`src/kmsd_pkg.sv`:
```
// Shared types, constants and the key map of the keypad scanner.
`timescale 1ns / 1ps

package kmsd_pkg;

  // Request kinds on the input channel.
  localparam logic REQ_SCAN = 1'b0;
  localparam logic REQ_READ = 1'b1;

  // Result codes with a special meaning.
  localparam logic [7:0] KEY_NONE = 8'h00;
  localparam logic [7:0] KEY_HELD = 8'hFF;

  // Column patterns with exactly one low bit, searched C4 first.
  localparam logic [3:0] COL_C4 = 4'h7;
  localparam logic [3:0] COL_C3 = 4'hB;
  localparam logic [3:0] COL_C2 = 4'hD;
  localparam logic [3:0] COL_C1 = 4'hE;

  // Debounce register width and its value after reset.
  localparam int DebW = 4;
  localparam logic [DebW-1:0] DEBOUNCE_RESET = 4'd3;

  // Repeat counter, one bit wider than the debounce register.
  localparam int CntW = DebW + 1;

  // Number of rows scanned in one tick.
  localparam int Rows = 4;

  // What one row lane found.
  typedef struct packed {
    logic       hit;
    logic [1:0] col;
  } lane_hit_t;

  // Decoded request handed to the debounce stage.
  typedef struct packed {
    logic       read;
    logic [7:0] key;
  } scan_req_t;

  // Key map by row (0 = R4 .. 3 = R1) and column (0 = C4 .. 3 = C1).
  localparam logic [7:0] KEY_MAP [Rows][4] = '{
    '{8'h44, 8'h23, 8'h30, 8'h2A},
    '{8'h43, 8'h39, 8'h38, 8'h37},
    '{8'h42, 8'h36, 8'h35, 8'h34},
    '{8'h41, 8'h33, 8'h32, 8'h31}
  };

  function automatic logic [7:0] key_of(input logic [1:0] row, input logic [1:0] col);
    return KEY_MAP[row][col];
  endfunction

endpackage

```
`src/kmsd_if.sv`:
```
// Channel interfaces of the keypad scanner: request, result and configuration.
`timescale 1ns / 1ps

interface kmsd_req_if;
  logic       valid;
  logic       ready;
  logic       req_type;
  logic [3:0] cols_row4;
  logic [3:0] cols_row3;
  logic [3:0] cols_row2;
  logic [3:0] cols_row1;

  modport source (output valid, req_type, cols_row4, cols_row3, cols_row2, cols_row1,
                  input ready);
  modport sink (input valid, req_type, cols_row4, cols_row3, cols_row2, cols_row1,
                output ready);
endinterface

interface kmsd_res_if;
  logic       valid;
  logic       ready;
  logic [7:0] result_code;

  modport source (output valid, result_code, input ready);
  modport sink (input valid, result_code, output ready);
endinterface

interface kmsd_cfg_if;
  logic                      valid;
  logic                      ready;
  logic [kmsd_pkg::DebW-1:0] data;

  modport source (output valid, data, input ready);
  modport sink (input valid, data, output ready);
endinterface

```
`src/kmsd_row_lane.sv`:
```
// One row lane: checks a row's column sample for a single low column.
`timescale 1ns / 1ps

module kmsd_row_lane (
  input  logic [3:0]          cols,
  output kmsd_pkg::lane_hit_t found
);

  // A row matches only when exactly one column bit is low.
  always_comb begin
    found.hit = 1'b1;
    found.col = 2'd0;
    case (cols)
      kmsd_pkg::COL_C4: found.col = 2'd0;
      kmsd_pkg::COL_C3: found.col = 2'd1;
      kmsd_pkg::COL_C2: found.col = 2'd2;
      kmsd_pkg::COL_C1: found.col = 2'd3;
      default:          found.hit = 1'b0;
    endcase
  end

endmodule

```
`src/kmsd_merge.sv`:
```
// Merging stage: picks the first matching row, R4 first, and maps it to a key.
`timescale 1ns / 1ps

module kmsd_merge (
  input  kmsd_pkg::lane_hit_t lanes [kmsd_pkg::Rows],
  output logic [7:0]          key
);

  // Priority select over the lanes; no hit gives the no-key code.
  always_comb begin
    key = kmsd_pkg::KEY_NONE;
    for (int r = kmsd_pkg::Rows - 1; r >= 0; r--) begin
      if (lanes[r].hit) begin
        key = kmsd_pkg::key_of(2'(r), lanes[r].col);
      end
    end
  end

endmodule

```
`src/kmsd_debounce.sv`:
```
// Debounce state, read handling and the two-entry result buffer.
`timescale 1ns / 1ps

module kmsd_debounce (
  input  logic                      clk,
  input  logic                      rst,
  input  logic                      in_valid,
  output logic                      in_ready,
  input  kmsd_pkg::scan_req_t       req,
  input  logic                      cfg_valid,
  input  logic [kmsd_pkg::DebW-1:0] cfg_data,
  output logic                      out_valid,
  input  logic                      out_ready,
  output logic [7:0]                out_code
);

  logic [kmsd_pkg::DebW-1:0] debounce_ticks;
  logic [7:0]                prev_key;
  logic [7:0]                prev_key_next;
  logic [kmsd_pkg::CntW-1:0] stable_count;
  logic [kmsd_pkg::CntW-1:0] stable_count_next;
  logic                      key_ready;
  logic                      key_ready_next;
  logic [7:0]                accepted_key;
  logic [7:0]                accepted_key_next;
  logic [7:0]                result;
  logic                      skid_valid;
  logic [7:0]                skid_code;
  logic                      push;
  logic                      pop;

  assign in_ready = !skid_valid;
  assign push     = in_valid && in_ready;
  assign pop      = out_valid && out_ready;

  // Next debounce state and the result of the current request.
  always_comb begin
    prev_key_next     = prev_key;
    stable_count_next = stable_count;
    key_ready_next    = key_ready;
    accepted_key_next = accepted_key;
    result            = req.key;
    if (req.read == kmsd_pkg::REQ_READ) begin
      if (key_ready) begin
        key_ready_next = 1'b0;
        result         = accepted_key;
      end else begin
        result = kmsd_pkg::KEY_HELD;
      end
    end else if (req.key == kmsd_pkg::KEY_NONE) begin
      prev_key_next     = kmsd_pkg::KEY_NONE;
      stable_count_next = '0;
    end else if (req.key == prev_key &&
                 {1'b0, debounce_ticks} < stable_count) begin
      // Accepted key still held: report it as held and leave state alone.
      result = kmsd_pkg::KEY_HELD;
    end else begin
      if (req.key == prev_key) begin
        stable_count_next = stable_count + 1'b1;
      end else begin
        stable_count_next = '0;
      end
      prev_key_next = req.key;
      if (stable_count_next == {1'b0, debounce_ticks}) begin
        key_ready_next    = 1'b1;
        accepted_key_next = req.key;
      end
    end
  end

  // Configuration register and debounce state.
  always_ff @(posedge clk) begin
    if (rst) begin
      debounce_ticks <= kmsd_pkg::DEBOUNCE_RESET;
      prev_key       <= '0;
      stable_count   <= '0;
      key_ready      <= 1'b0;
      accepted_key   <= '0;
    end else begin
      if (cfg_valid) begin
        debounce_ticks <= cfg_data;
      end
      if (push) begin
        prev_key     <= prev_key_next;
        stable_count <= stable_count_next;
        key_ready    <= key_ready_next;
        accepted_key <= accepted_key_next;
      end
    end
  end

  // Result register with a skid entry behind it.
  always_ff @(posedge clk) begin
    if (rst) begin
      out_valid  <= 1'b0;
      skid_valid <= 1'b0;
    end else if (skid_valid) begin
      if (pop) begin
        out_code   <= skid_code;
        skid_valid <= 1'b0;
      end
    end else if (push) begin
      if (!out_valid || pop) begin
        out_code  <= result;
        out_valid <= 1'b1;
      end else begin
        skid_code  <= result;
        skid_valid <= 1'b1;
      end
    end else if (pop) begin
      out_valid <= 1'b0;
    end
  end

  // The skid entry is only ever filled behind a waiting result.
  a_skid_behind_out: assert property (@(posedge clk) disable iff (rst)
    skid_valid |-> out_valid)
    else $error("skid entry valid without a result in front");

  // A ready character appears only after an accepted scan tick.
  a_ready_from_scan: assert property (@(posedge clk) disable iff (rst)
    $rose(key_ready) |-> $past(push && req.read == kmsd_pkg::REQ_SCAN))
    else $error("key_ready set without a scan tick");

  // A read always leaves no character pending.
  a_read_clears: assert property (@(posedge clk) disable iff (rst)
    push && req.read == kmsd_pkg::REQ_READ |=> !key_ready)
    else $error("read left key_ready set");

  // After an accepted request a result is always valid in the next cycle.
  a_push_gives_result: assert property (@(posedge clk) disable iff (rst)
    push |=> out_valid)
    else $error("accepted request produced no result");

endmodule

```
`src/keypad_matrix_scan_debounce.sv`:
```
// Top level of the 4x4 keypad scanner with debounce.
//
//   channel   role    fields
//   req       sink    req_type, cols_row4, cols_row3, cols_row2, cols_row1
//   res       source  result_code
//   cfg       sink    data (debounce_ticks)
//
// Four row lanes decode each request in parallel, the merge stage picks R4
// first, and the debounce state updates at the accepting edge. The result is
// registered. While a result waits, one more request goes into a skid entry;
// the input then stalls until that entry moves up, and the cycle in which it
// moves up takes no new request. Reset is synchronous and clears all state
// but the result codes; debounce_ticks returns to 3.
`timescale 1ns / 1ps

module keypad_matrix_scan_debounce (
  input logic         clk,
  input logic         rst,
  kmsd_req_if.sink    req,
  kmsd_res_if.source  res,
  kmsd_cfg_if.sink    cfg
);

  logic [3:0]          row_cols [kmsd_pkg::Rows];
  kmsd_pkg::lane_hit_t lanes    [kmsd_pkg::Rows];
  kmsd_pkg::scan_req_t scan_req;

  // Lane order follows the search order: R4 first.
  assign row_cols[0] = req.cols_row4;
  assign row_cols[1] = req.cols_row3;
  assign row_cols[2] = req.cols_row2;
  assign row_cols[3] = req.cols_row1;

  for (genvar r = 0; r < kmsd_pkg::Rows; r++) begin : g_lane
    kmsd_row_lane u_lane (
      .cols  (row_cols[r]),
      .found (lanes[r])
    );
  end

  kmsd_merge u_merge (
    .lanes (lanes),
    .key   (scan_req.key)
  );

  assign scan_req.read = req.req_type;

  // Configuration writes are always taken.
  assign cfg.ready = 1'b1;

  kmsd_debounce u_debounce (
    .clk       (clk),
    .rst       (rst),
    .in_valid  (req.valid),
    .in_ready  (req.ready),
    .req       (scan_req),
    .cfg_valid (cfg.valid),
    .cfg_data  (cfg.data),
    .out_valid (res.valid),
    .out_ready (res.ready),
    .out_code  (res.result_code)
  );

endmodule
```
`src/flat_wrapper.sv`:
```
// flat-port wrapper written by rule: the top's interface ports become plain ports
module keypad_matrix_scan_debounce_flat 
  (clk, rst, req_valid, req_req_type, req_cols_row4, req_cols_row3, req_cols_row2, req_cols_row1, req_ready, res_valid, res_result_code, res_ready, cfg_valid, cfg_data, cfg_ready);
  kmsd_req_if req_i ();
  kmsd_res_if res_i ();
  kmsd_cfg_if cfg_i ();
  input logic clk;
  input logic rst;
  input wire logic [$bits(req_i.valid)-1:0] req_valid;
  input wire logic [$bits(req_i.req_type)-1:0] req_req_type;
  input wire logic [$bits(req_i.cols_row4)-1:0] req_cols_row4;
  input wire logic [$bits(req_i.cols_row3)-1:0] req_cols_row3;
  input wire logic [$bits(req_i.cols_row2)-1:0] req_cols_row2;
  input wire logic [$bits(req_i.cols_row1)-1:0] req_cols_row1;
  output wire logic [$bits(req_i.ready)-1:0] req_ready;
  output wire logic [$bits(res_i.valid)-1:0] res_valid;
  output wire logic [$bits(res_i.result_code)-1:0] res_result_code;
  input wire logic [$bits(res_i.ready)-1:0] res_ready;
  input wire logic [$bits(cfg_i.valid)-1:0] cfg_valid;
  input wire logic [$bits(cfg_i.data)-1:0] cfg_data;
  output wire logic [$bits(cfg_i.ready)-1:0] cfg_ready;
  assign req_i.valid = req_valid;
  assign req_i.req_type = req_req_type;
  assign req_i.cols_row4 = req_cols_row4;
  assign req_i.cols_row3 = req_cols_row3;
  assign req_i.cols_row2 = req_cols_row2;
  assign req_i.cols_row1 = req_cols_row1;
  assign req_ready = req_i.ready;
  assign res_valid = res_i.valid;
  assign res_result_code = res_i.result_code;
  assign res_i.ready = res_ready;
  assign cfg_i.valid = cfg_valid;
  assign cfg_i.data = cfg_data;
  assign cfg_ready = cfg_i.ready;
  keypad_matrix_scan_debounce u_core (.clk(clk), .rst(rst), .req(req_i), .res(res_i), .cfg(cfg_i));
endmodule
```
`config.mk`:
```
export PLATFORM = sky130hd
export DESIGN_NAME = keypad_matrix_scan_debounce_flat
export DESIGN_NICKNAME = d
export VERILOG_FILES = /design/src/kmsd_pkg.sv /design/src/kmsd_if.sv /design/src/kmsd_row_lane.sv /design/src/kmsd_merge.sv /design/src/kmsd_debounce.sv /design/src/keypad_matrix_scan_debounce.sv /design/src/flat_wrapper.sv
export SDC_FILE = /design/constraint.sdc
export NUM_CORES = 1
export LEC_CHECK = 0
export BUFFER_PORTS_ARGS = -buffer_cell sky130_fd_sc_hd__buf_2
export CAP_MARGIN = 10
export CORE_ASPECT_RATIO = 1.75
export CORE_UTILIZATION = 53
export CTS_CLUSTER_DIAMETER = 120
export CTS_CLUSTER_SIZE = 20
export DETAILED_ROUTE_END_ITERATION = 10
export PLACE_DENSITY_LB_ADDON = 0.08
export REMOVE_ABC_BUFFERS = 1
export SYNTH_ARGS = -nofsm -noshare
export SYNTH_HDL_FRONTEND = slang
export SYNTH_SLANG_ARGS = --single-unit
```
`constraint.sdc`:
```
create_clock -name clk -period 4.85 [get_ports clk]
set_input_delay 0.97 -clock clk [delete_from_list [all_inputs] [get_ports clk]]
set_output_delay 0.97 -clock clk [all_outputs]
set_load 0.1 [all_outputs]
```
==> key figures, run 1 <==
Status
  • Status: finished, violations left
  • Failing checks: DRC

Place
  • Port bufs: 35
  • Pre-CTS setup slack: 0.693 ns
  • DP Area: 0.00314 mm2
  • Routability cong.: 0.803
  • Post-DP HPWL: 4.68 mm
  • Cell total after placement: between 400 and 500

CTS
  • Post_cts resized: 0
  • CTS HTree Levels: 2
  • CTS Hold Bufs: 0
  • Bufs on Longest Clock Path: 2
  • Number of buffers created by CTS: 5
  • Setup bufs post-CTS: 0
  • Total clock sinks: 42
  • Clock root buffer: clkbuf_8
  • TritonCTS clock tree: yes
  • Clk Latency, worst-skew pair: 0.29 ns
  • Clock slew at reported path FFs: 0.08 ns

Timing
  • Worst-margin pin slew: slightly above 0.6 ns
  • Final hold slack: 0.464 ns
  • Worst slew margin: 0.586
  • Hold Fails Final Rpt: 0
  • Final WS setup: roughly 1.0 ns
  • Minimum clock period after layout: a little under 4 ns
  • Final TNS setup: 0 ns
  • Clk_skew: 0.00897 ns
  • RSZ-0062 raised after global routing: false
  • Finish-stage setup viols: 0
  • FMAX: 0.260 GHz
  • Pins Over Slew Limit: 0
  • Tcrit/Tclk final: 0.794

Global routing
  • Initial antenna violation count: 0
  • Maximum number of pins on one net before global-route repair: 29
  • First-pass GRT wire length: 9.92 mm
  • Vias in the first global route: 2246
  • Total gr overflow: 0
  • Tot GR Track Use: 0.216

Critical path
  • Reg2reg path depth: 10
  • CP max stage delay: roughly 0.52 ns
  • Crit-path leading delay family: compound AO/OA/AOI/OAI gates
  • Crit-path cells: buf_2 -> xnor2_2 -> nor2_1 -> ha_1 -> inv_1 -> a31oi_1 -> a311o_1 -> o41a_1 -> or3_4 -> a2111oi_4 -> nand4_2 -> o31ai_4 -> mux2_4
  • Worst endpoint data arrival time: 4.04 ns
  • CP required: 5.04 ns
  • Crit. Startpoint: req_cols_row3[1]
  • R2R Path Start: u_core.u_debounce.stable_count[1]
  • Crit path kind: primary input to register
  • Crit Path Max Fanout: 7
  • Worst Setup Start Kind: primary input
  • Worst Setup End Kind: register
  • CP max stage cell: a2111oi_4
  • Crit path depth: 13
  • CP bufs+invs: 2

Synthesis
  • Post-synth EDFFs: 16
  • Sequential cell area fraction in the yosys report: 0.343
  • Yosys reg bits: 42
  • Area contributors post-synth: dfxtp_1 18%, edfxtp_1 16%, nor2_1 4.6%
  • Synth warn: 0
  • Async SR Flop Fraction: 0
  • Yosys top cell area share: 0.179
  • Cell variety after synth: 74
  • Syn avg cell area: 9.11 um2
  • Mapped Cells: 320
  • Synth Cell Area: 0.00292 mm2
  • Leading area contributor after synthesis: dfxtp_1
  • Prevailing post-synth register cell: dfxtp_1

Route
  • Detailed Route Iter0 Violations: 113
  • Drt wl/cell: 14.0 um
  • Vias/cell: 5.62
  • Via Count: ~2.4k
  • Post-DRT Antenna Nets: 0
  • Final wirelength: 5.96 mm
  • DRC viols: 1
  • Pre-antenna DRT Iters: 7

Floorplanning
  • Starting density of the core: 0.550
  • Die area: ~0.0058 mm2
  • Core area: roughly 0.0053 mm2
  • Ports: 37
  • Row cnt: 35
  • Die W: 58.1 um
  • Die Y: roughly 100 um

Min path
  • Hold Path Depth: 2
  • Hold Crit Start: u_core.u_debounce.accepted_key[5]
  • Worst hold path class: register to register

Job
  • Max cap viols: 0

Layout
  • Final core occ: 0.610
  • Fin nets: a little under 400
  • Fill cells: 502
  • Synth-to-layout area growth: 10.9%
  • Post-Layout Inst Area: 0.00323 mm2
  • N_diodes: 0
  • Final Non-Filler Cells: 427
  • Seq. cell area: 0.00100 mm2
  • Multi-input gate area: ~0.0018 mm2
  • Layout cells sized above 1: 0.218

Power and ir drop
  • P per Cell Area: 274 mW/mm2
  • Total power: between 0.8 and 0.9 mW
  • P_leak: ~1.3 nW
  • VDD IR max: 0.116 mV
==> cell type report <==
type	count	share of cell area
Clock buffer	5	0.0213
Clock inverter	3	0.00774
Inverter	20	0.0232
Multi-Input combinational cell	246	0.551
Sequential cell	42	0.310
Tap cell	74	0.0286
Timing Repair Buffer	37	0.0588
==> kinds of logic after synthesis <==
| family | Yosys count | share of synthesized area |
|---|---|---|
| compound gates | 79 | 0.227 |
| xor+xnor | 20 | 0.0678 |
| fa+ha+maj | 10 | 0.0429 |
| buf+inv | 32 | 0.0459 |
| flops | 42 | 0.343 |
| mux | 18 | 0.0687 |
| other cells | 1 | 0.00129 |
| simple gates | 118 | 0.203 |
==> worst min-delay path: cells and delay by family, from the launching register on <==
kind	cells	cell delay [ns]
flops	1	0.32
mux	1	0.05
simple gates	1	0.05
==> synth_stat cells, types with 4 or more instances <==
cell	n
a21oi_1	15
xor2_1	8
nor2b_1	4
nand2_1	32
nand2b_1	4
a31oi_1	6
dfxtp_1	26
nor2_1	36
clkbuf_1	7
nor3_1	7
ha_1	10
nand3_1	11
xnor2_1	9
edfxtp_1	16
mux2i_1	11
inv_1	20
o21ai_0	8
o31ai_1	5
==> layer usage <==
| layer | part of all wire | vias to the layer above | track usage |
|---|---|---|---|
| met3 | 0.020 | 10 | 0.0309 |
| met5 | 0 | - | 0 |
| met4 | 0.017 | 0 | 0.0696 |
| met2 | 0.55 | 43 | 0.417 |
| li1 | - | 1229 | - |
| met1 | 0.42 | 1117 | 0.232 |
==> power by group <==
group	switching, mW	internal (mW)	total [mW]
sequential	0.0104	0.382	0.393
combinational	0.171	0.0872	0.258
clock	0.130	0.104	0.234
==> cells in the final DEF, fill, tap and decap left out, drive strengths merged, types with 5 or more instances in the layout <==
| cell | n |
|---|---|
| a31oi | 7 |
| a211oi | 5 |
| dfxtp | 26 |
| xor2 | 9 |
| mux2i | 11 |
| clkbuf | 5 |
| a21oi | 15 |
| mux2 | 7 |
| buf | 37 |
| ha | 10 |
| xnor2 | 11 |
| edfxtp | 16 |
| nand2 | 32 |
| o31ai | 6 |
| inv | 21 |
| nand3 | 11 |
| nor3 | 8 |
| o21ai | 10 |
| nor2 | 36 |
==> flip-flops by register name, summed over array words and instances, names as in the netlist <==
register                          count
u_core.u_debounce.stable_count        5
u_core.u_debounce.accepted_key        7
u_core.u_debounce.debounce_ticks      4
u_core.u_debounce.key_ready           1
u_core.u_debounce.skid_valid          1
u_core.u_debounce.out_valid           1
u_core.u_debounce.out_code            8
u_core.u_debounce.skid_code           8
u_core.u_debounce.prev_key            7
==> final timing paths <==
check	slack, ns	end
worst min register to register	0.46	u_core.u_debounce.accepted_key[5]
worst max-delay path	1.00	u_core.u_debounce.accepted_key[3]
worst min-delay path	0.46	u_core.u_debounce.accepted_key[5]
worst max register to register	2.34	u_core.u_debounce.prev_key[2]
Power figures use the tool's default switching activity.
==> run 2, diff against run 1 <==
==> constraint.sdc (replaced) <==
create_clock -name clk -period 3.45 [get_ports clk]
set_input_delay 0.69 -clock clk [delete_from_list [all_inputs] [get_ports clk]]
set_output_delay 0.69 -clock clk [all_outputs]
set_load 0.1 [all_outputs]
==> run 2 against run 1 <==
  * The run still ends with DRC left
  * Via count up 12%
  * Critical path depth did not move
  * Setup slack worse by 0.91 ns
  * Non-clock buffer count grew 45
  * Global-route usage grew 2.7 points
  * Clock skew decreased by 0.0054 ns
  * Largest power group unchanged
==> key figures, run 2 (synthesized netlist as in run 1, its figures left out) <==
Min path
  • Worst hold path class: register to register
  • Hold Path End: u_core.u_debounce.accepted_key[5]
  • Hold Crit Start: u_core.u_debounce.accepted_key[5]
  • Hold Path Depth: 2 (unchanged)

Critical path
  • Reg2Reg Setup Slack: 0.95 ns (-1.39 ns)
  • Crit Path Max Fanout: 4 (-3)
  • Worst Setup Start Kind: primary input
  • Reg2reg end: u_core.u_debounce.accepted_key[6]
  • R2R Path Start: u_core.u_debounce.stable_count[1]
  • Reg2reg path depth: 11 (+1)
  • Worst endpoint data arrival time: 3.55 ns (-0.49 ns)
  • Crit path kind: primary input to register
  • CP required: 3.64 ns (-1.40 ns)
  • Worst Setup End Kind: register

Route
  • Pre-antenna DRT Iters: 7 (unchanged)
  • Post-DRT Antenna Nets: 0 (unchanged)
  • DRC viols: 1 (unchanged)
  • Drt wl/cell: 14.6 um (+4.4%)
  • Final wirelength: 6.88 mm (+15%)
  • Via Count: 2680 (+12%)
  • Detailed Route Iter0 Violations: 93 (-18%)
  • Vias/cell: 5.68 (+1.1%)

Layout
  • Multi-input gate area: 0.00185 mm2 (+4.0%)
  • Layout cells sized above 1: 0.329 (+0.111)
  • Most frequent cells in the layout: 45 x buf_4, 35 x nor2_1, 35 x buf_2
  • Final Non-Filler Cells: 472 (+11%)
  • Commonest non-fill, non-tap cell in the layout: buf_4
  • Fin nets: 433 (+12%)
  • Synth-to-layout area growth: 25.8%
  • N_diodes: 0 (unchanged)
  • Seq. cell area: 0.00100 mm2 (unchanged)
  • Fill cells: 447 (-11%)
  • Largest regs: u_core.u_debounce.out_code x8, u_core.u_debounce.skid_code x8

CTS
  • Number of buffers created by CTS: 5 (unchanged)
  • Total clock sinks: 42 (unchanged)
  • Clock slew at reported path FFs: 0.08 ns (about the same)
  • Clock root buffer: clkbuf_8
  • TritonCTS clock tree: yes
  • CTS HTree Levels: 2 (unchanged)
  • Clk Latency, worst-skew pair: 0.29 ns (about the same)
  • CTS Hold Bufs: 0 (unchanged)
  • Bufs on Longest Clock Path: 2 (unchanged)

Global routing
  • Tot GR Track Use: 0.244 (+0.0273)
  • Total gr overflow: 0 (unchanged)
  • Maximum number of pins on one net before global-route repair: 29 (unchanged)
  • First-pass GRT wire length: 11.2 mm (+13%)
  • Initial antenna violation count: 0 (unchanged)
  • Vias in the first global route: 2562 (+14%)

Timing
  • Pins Over Slew Limit: 0 (unchanged)
  • FMAX: 0.297 GHz
  • Worst-margin pin slew: 0.546 ns (-0.0679 ns)
  • Worst slew margin: 0.636 (+0.0496)
  • Final WS setup: 0.0870 ns (-0.914 ns)
  • Hold Fails Final Rpt: 0 (unchanged)
  • Clk_skew: 0.00362 ns (-0.00536 ns)
  • RSZ-0062 raised after global routing: true
  • Minimum clock period after layout: about 3.4 ns
  • Tcrit/Tclk final: 0.975
  • Finish-stage setup viols: 0 (unchanged)

Floorplanning
  • Die W: 58.1 um (unchanged)
  • Core area: 0.00530 mm2 (unchanged)
  • Ports: 37 (unchanged)
  • Die Y: 100 um (unchanged)
  • Starting density of the core: 0.550 (unchanged)
  • Die area: 0.00581 mm2 (unchanged)
  • Row cnt: 35 (unchanged)

Status
  • Status: finished, violations left
  • Failing checks: DRC

Power and ir drop
  • P_leak: 1.53 nW (+19%)
  • VDD IR max: 0.183 mV (+57%)
  • P per Cell Area: 382 mW/mm2 (+39%)
  • Total power: 1.40 mW (+58%)

Place
  • Post-DP HPWL: 5.20 mm (+11%)
  • Pre-CTS setup slack: -0.301 ns (-0.993 ns)
  • Cell total after placement: 463 (+11%)
  • Port bufs: 35 (unchanged)
  • Routability cong.: 0.861 (+7.3%)

Job
  • Max cap viols: 0 (unchanged)
-- run 2: cell count changes in the layout (fill, tap and decap cells not counted), moves of 2 or more --
| cell | change |
|---|---|
| buf_6 | +2 |
| nand3_1 | -2 |
| xor2_2 | +2 |
| nand3_2 | +2 |
| buf_4 | +43 |
| xor2_1 | -2 |
-- run 2: layer usage --
| layer | track usage | vias to the layer above | wire length [um] |
|---|---|---|---|
| met4 | 0.121 | 0 | 233 |
| met3 | 0.0219 | 18 | 178 |
| met2 | 0.477 | 73 | 3860 |
| met5 | 0 | - | 0 |
| met1 | 0.244 | 1266 | 2610 |
| li1 | - | 1323 | - |
-- run 2: critical path: stages --
cell and delay [ns]:
buf_2 0.13, xnor2_2 0.15, nor2_2 0.17, ha_4 0.24
inv_2 0.06, a31oi_1 0.07, a311o_1 0.38, o41a_1 0.14
or3_4 0.36, a2111o_1 0.47, o21ai_2 0.25, o31ai_4 0.13
mux2_4 0.31
-- run 2: power breakdown --
group          internal (mW)  switching [mW]
clock network          0.217           0.176
logic                  0.186           0.269
registers              0.538          0.0147
total                  0.940           0.460
-- run 2: area by class of cell --
class | count | area share
tap | 74 | 0.0252
inverter | 20 | 0.0205
sequential | 42 | 0.273
timing repair buffer | 82 | 0.146
clock buffer | 5 | 0.0188
multi-input combinational | 246 | 0.505
clock inverter | 3 | 0.0119
-- run 2: worst max-delay path by stage --
stage / from / to / slack, ns / cells past startpoint
2_1_floorplan: req_cols_row3[1] / u_core.u_debounce.accepted_key[0] / -0.07 / 12
6_report: req_cols_row3[0] / u_core.u_debounce.accepted_key[0] / 0.09 / 13
4_1_cts: req_cols_row3[0] / u_core.u_debounce.out_code[0] / 0.03 / 13
3_5_place_dp: req_cols_row3[0] / u_core.u_debounce.out_code[0] / -0.30 / 13
3_3_place_gp: req_cols_row3[0] / u_core.u_debounce.out_code[0] / -0.29 / 13
5_1_grt: req_cols_row1[0] / u_core.u_debounce.prev_key[4] / -0.03 / 14
-- run 2: what timing repair did --
action | in CTS | in global routing
gates resized for setup | 0 | 14
gates cloned | 0 | 0
setup buffers | 0 | 1
endpoints found under the setup margin | 2 | 26
pin swaps | 1 | 6
-- run 2: through the flow --
stage           util  hold slack, ns  TNS, ns  cell area (um2)
2_1_floorplan      -           0.435   -0.199             2860
3_3_place_gp   0.655           0.444    -7.20             3470
3_5_place_dp   0.655           0.450    -7.45             3470
4_1_cts        0.676           0.467        0             3580
5_1_grt        0.692           0.502   -0.138             3670
6_report       0.692           0.464        0             3670
==> run 3, diff against run 2 <==
==> constraint.sdc (replaced) <==
create_clock -name clk -period 3.1 [get_ports clk]
set_input_delay 0.62 -clock clk [delete_from_list [all_inputs] [get_ports clk]]
set_output_delay 0.62 -clock clk [all_outputs]
set_load 0.1 [all_outputs]
==> run 3 against run 2 <==
  * The run ends with DRC, setup timing left
  * Total power grew 25%
  * Clock skew rose by 0.0056 ns
  * Combinational power increased by 35%
  * Wire length grew 12%
  * Critical path type unchanged
  * Highest routed layer unchanged
==> key figures, run 3 (synthesized netlist as in run 1, its figures left out) <==
Status
  • Status: finished, violations left
  • Failing checks: DRC, setup timing

Layout
  • Layout cells sized above 1: 0.445 (+0.116)
  • Largest regs: u_core.u_debounce.out_code x8, u_core.u_debounce.skid_code x8
  • N_diodes: 0 (unchanged)
  • Seq. cell area: 0.00100 mm2 (unchanged)
  • Fin nets: 457 (+5.5%)
  • Final Non-Filler Cells: 496 (+5.1%)
  • Most frequent cells in the layout: 65 x buf_4, 30 x nand2_1, 29 x nor2_1, 29 x buf_2, 26 x dfxtp_1
  • Fill cells: 365 (-18%)
  • Synth-to-layout area growth: 44.6%
  • Multi-input gate area: 0.00210 mm2 (+13%)
  • Commonest non-fill, non-tap cell in the layout: buf_4

Timing
  • Worst-margin pin slew: 0.578 ns (+0.0313 ns)
  • Final WS setup: -0.141 ns (-0.228 ns)
  • RSZ-0062 raised after global routing: true
  • Tcrit/Tclk final: 1.05
  • FMAX: a little over 0.3 GHz
  • Hold Fails Final Rpt: 0 (unchanged)
  • Pins Over Slew Limit: 0 (unchanged)
  • Worst slew margin: 0.614 (-0.0214)
  • Clk_skew: 0.00919 ns (+0.00557 ns)
  • Minimum clock period after layout: 3.24 ns
  • Finish-stage setup viols: 26 (+26)
  • Final hold slack: 0.464 ns (+0.000209 ns)

Critical path
  • Crit-path leading delay family: compound AO/OA/AOI/OAI gates
  • CP required: 3.29 ns (-0.35 ns)
  • Crit Path Max Fanout: 6 (+2)
  • Crit path depth: 14 (+1)
  • Crit path kind: primary input to register
  • CP max stage cell: or3_4
  • Reg2reg path depth: 11 (unchanged)
  • Worst Setup Start Kind: primary input
  • CP max stage delay: 0.36 ns (-0.11 ns)
  • R2R Path Start: u_core.u_debounce.stable_count[1]
  • Worst Setup End Kind: register
  • Setup crit end: u_core.u_debounce.stable_count[3]
  • Reg2Reg Setup Slack: 0.53 ns (-0.42 ns)
  • Worst endpoint data arrival time: 3.44 ns (-0.11 ns)
  • Crit. Startpoint: req_cols_row3[2]
  • CP bufs+invs: 4 (+2)
  • Reg2reg end: u_core.u_debounce.accepted_key[1]
  • Crit-path cells: buf_6 -> xor2_2 -> nand3_2 -> ha_4 -> inv_4 -> a31oi_1 -> a311o_1 -> o41a_1 -> or3_4 -> a2111oi_4 -> buf_4 -> a31oi_4 -> clkbuf_16 -> a41o_2

CTS
  • CTS HTree Levels: 2 (unchanged)
  • Number of buffers created by CTS: 5 (unchanged)
  • Total clock sinks: 42 (unchanged)
  • TritonCTS clock tree: yes
  • Clk Latency, worst-skew pair: 0.30 ns (about the same)
  • Bufs on Longest Clock Path: 2 (unchanged)
  • CTS Hold Bufs: 0 (unchanged)
  • Clock root buffer: clkbuf_8
  • Clock slew at reported path FFs: 0.08 ns (about the same)

Floorplanning
  • Core area: 0.00530 mm2 (unchanged)
  • Ports: 37 (unchanged)
  • Die area: 0.00581 mm2 (unchanged)
  • Die W: 58.1 um (unchanged)
  • Die Y: 100 um (unchanged)
  • Row cnt: 35 (unchanged)
  • Starting density of the core: 0.550 (unchanged)

Place
  • Routability cong.: 0.857 (-0.51%)
  • Port bufs: 35 (unchanged)
  • Post-DP HPWL: 5.31 mm (+2.1%)
  • Cell total after placement: 479 (+3.5%)

Route
  • Metal2 WL: 4.43 mm (+15%)
  • Top layer in use: met4
  • Pre-antenna DRT Iters: 7 (unchanged)
  • Final wirelength: 7.71 mm (+12%)
  • Drt wl/cell: 15.5 um (+6.6%)
  • Detailed Route Iter0 Violations: 87 (-6.5%)
  • Wire length on met1: 2.74 mm (+5.0%)
  • DRC viols: 1 (unchanged)
  • Post-DRT Antenna Nets: 0 (unchanged)
  • Met3 wire length: 145 um (-19%)
  • Via Count: 2809 (+4.8%)
  • Vias/cell: 5.66 (-0.26%)

Power and ir drop
  • P per Cell Area: 415 mW/mm2 (+8.7%)
  • P_leak: 1.71 nW (+12%)
  • VDD IR max: 0.204 mV (+11%)
  • Total power: 1.75 mW (+25%)

Global routing
  • Total gr overflow: 0 (unchanged)
  • Maximum number of pins on one net before global-route repair: 29 (unchanged)
  • First-pass GRT wire length: 11.6 mm (+3.9%)
  • Vias in the first global route: 2718 (+6.1%)
  • Tot GR Track Use: 0.259 (+0.0154)
  • Initial antenna violation count: 0 (unchanged)

Min path
  • Worst hold path class: register to register

Job
  • Max cap viols: 0 (unchanged)
run 3: cell types whose count changed in the layout (fill, tap and decap cells not counted), sizes merged:
cell,delta
inv,-1
buf,+22
bufinv,+1
clkbuf,+2
run 3: power by group:
group	internal, mW	switching [mW]	leakage (nW)
clock network	0.323	0.195	0.0683
logic	0.276	0.340	1.29
registers	0.598	0.0186	0.356
total	1.20	0.553	1.71
run 3: final cells by class:
| class | count | area share |
|---|---|---|
| multi-input cells | 246 | 0.497 |
| flip-flops and latches | 42 | 0.237 |
| repair buffers | 106 | 0.192 |
| well taps | 74 | 0.0220 |
| inverters | 20 | 0.0190 |
| clock buffers | 5 | 0.0163 |
| clock inverters | 3 | 0.0163 |
run 3: worst min-delay path by stage:
stage | startpoint | slack (ns) | endpoint | cells after the start
after floorplan | u_core.u_debounce.accepted_key[5] | 0.43 | u_core.u_debounce.accepted_key[5] | 2
after global placement | u_core.u_debounce.accepted_key[5] | 0.44 | u_core.u_debounce.accepted_key[5] | 2
after detailed placement | u_core.u_debounce.accepted_key[5] | 0.45 | u_core.u_debounce.accepted_key[5] | 2
after CTS | u_core.u_debounce.accepted_key[5] | 0.46 | u_core.u_debounce.accepted_key[5] | 2
after global routing | u_core.u_debounce.accepted_key[5] | 0.48 | u_core.u_debounce.accepted_key[5] | 2
final | u_core.u_debounce.accepted_key[5] | 0.46 | u_core.u_debounce.accepted_key[5] | 2
run 3: what timing repair did:
item / in CTS / in global routing
setup endpoints to repair: 28 / 33
setup buffers: 6 / 2
cloned: 0 / 1
gates resized for setup: 27 / 51
pin swaps: 20 / 25
run 3: through the flow:
stage | TNS, ns | util | setup slack (ns) | area, um2
global route | -4.10 | 0.796 | -0.217 | 4220
CTS | -1.13 | 0.739 | -0.0961 | 3920
finish | -1.43 | 0.796 | -0.141 | 4220
global placement | -13.01 | 0.680 | -0.467 | 3600
detailed placement | -14.37 | 0.680 | -0.532 | 3600
floorplan | -7.20 | - | -0.346 | 2860
run 3: routing by layer:
layer	global-route usage	vias to the layer above
met5	0	-
met4	0.178	0
met3	0.0296	31
met2	0.500	68
met1	0.241	1339
li1	-	1371
run 3: worst min-delay path: cells and delay by family (launching register included):
family	cells	cell delay, ns
simple gates	1	0.05
mux	1	0.05
flops	1	0.32
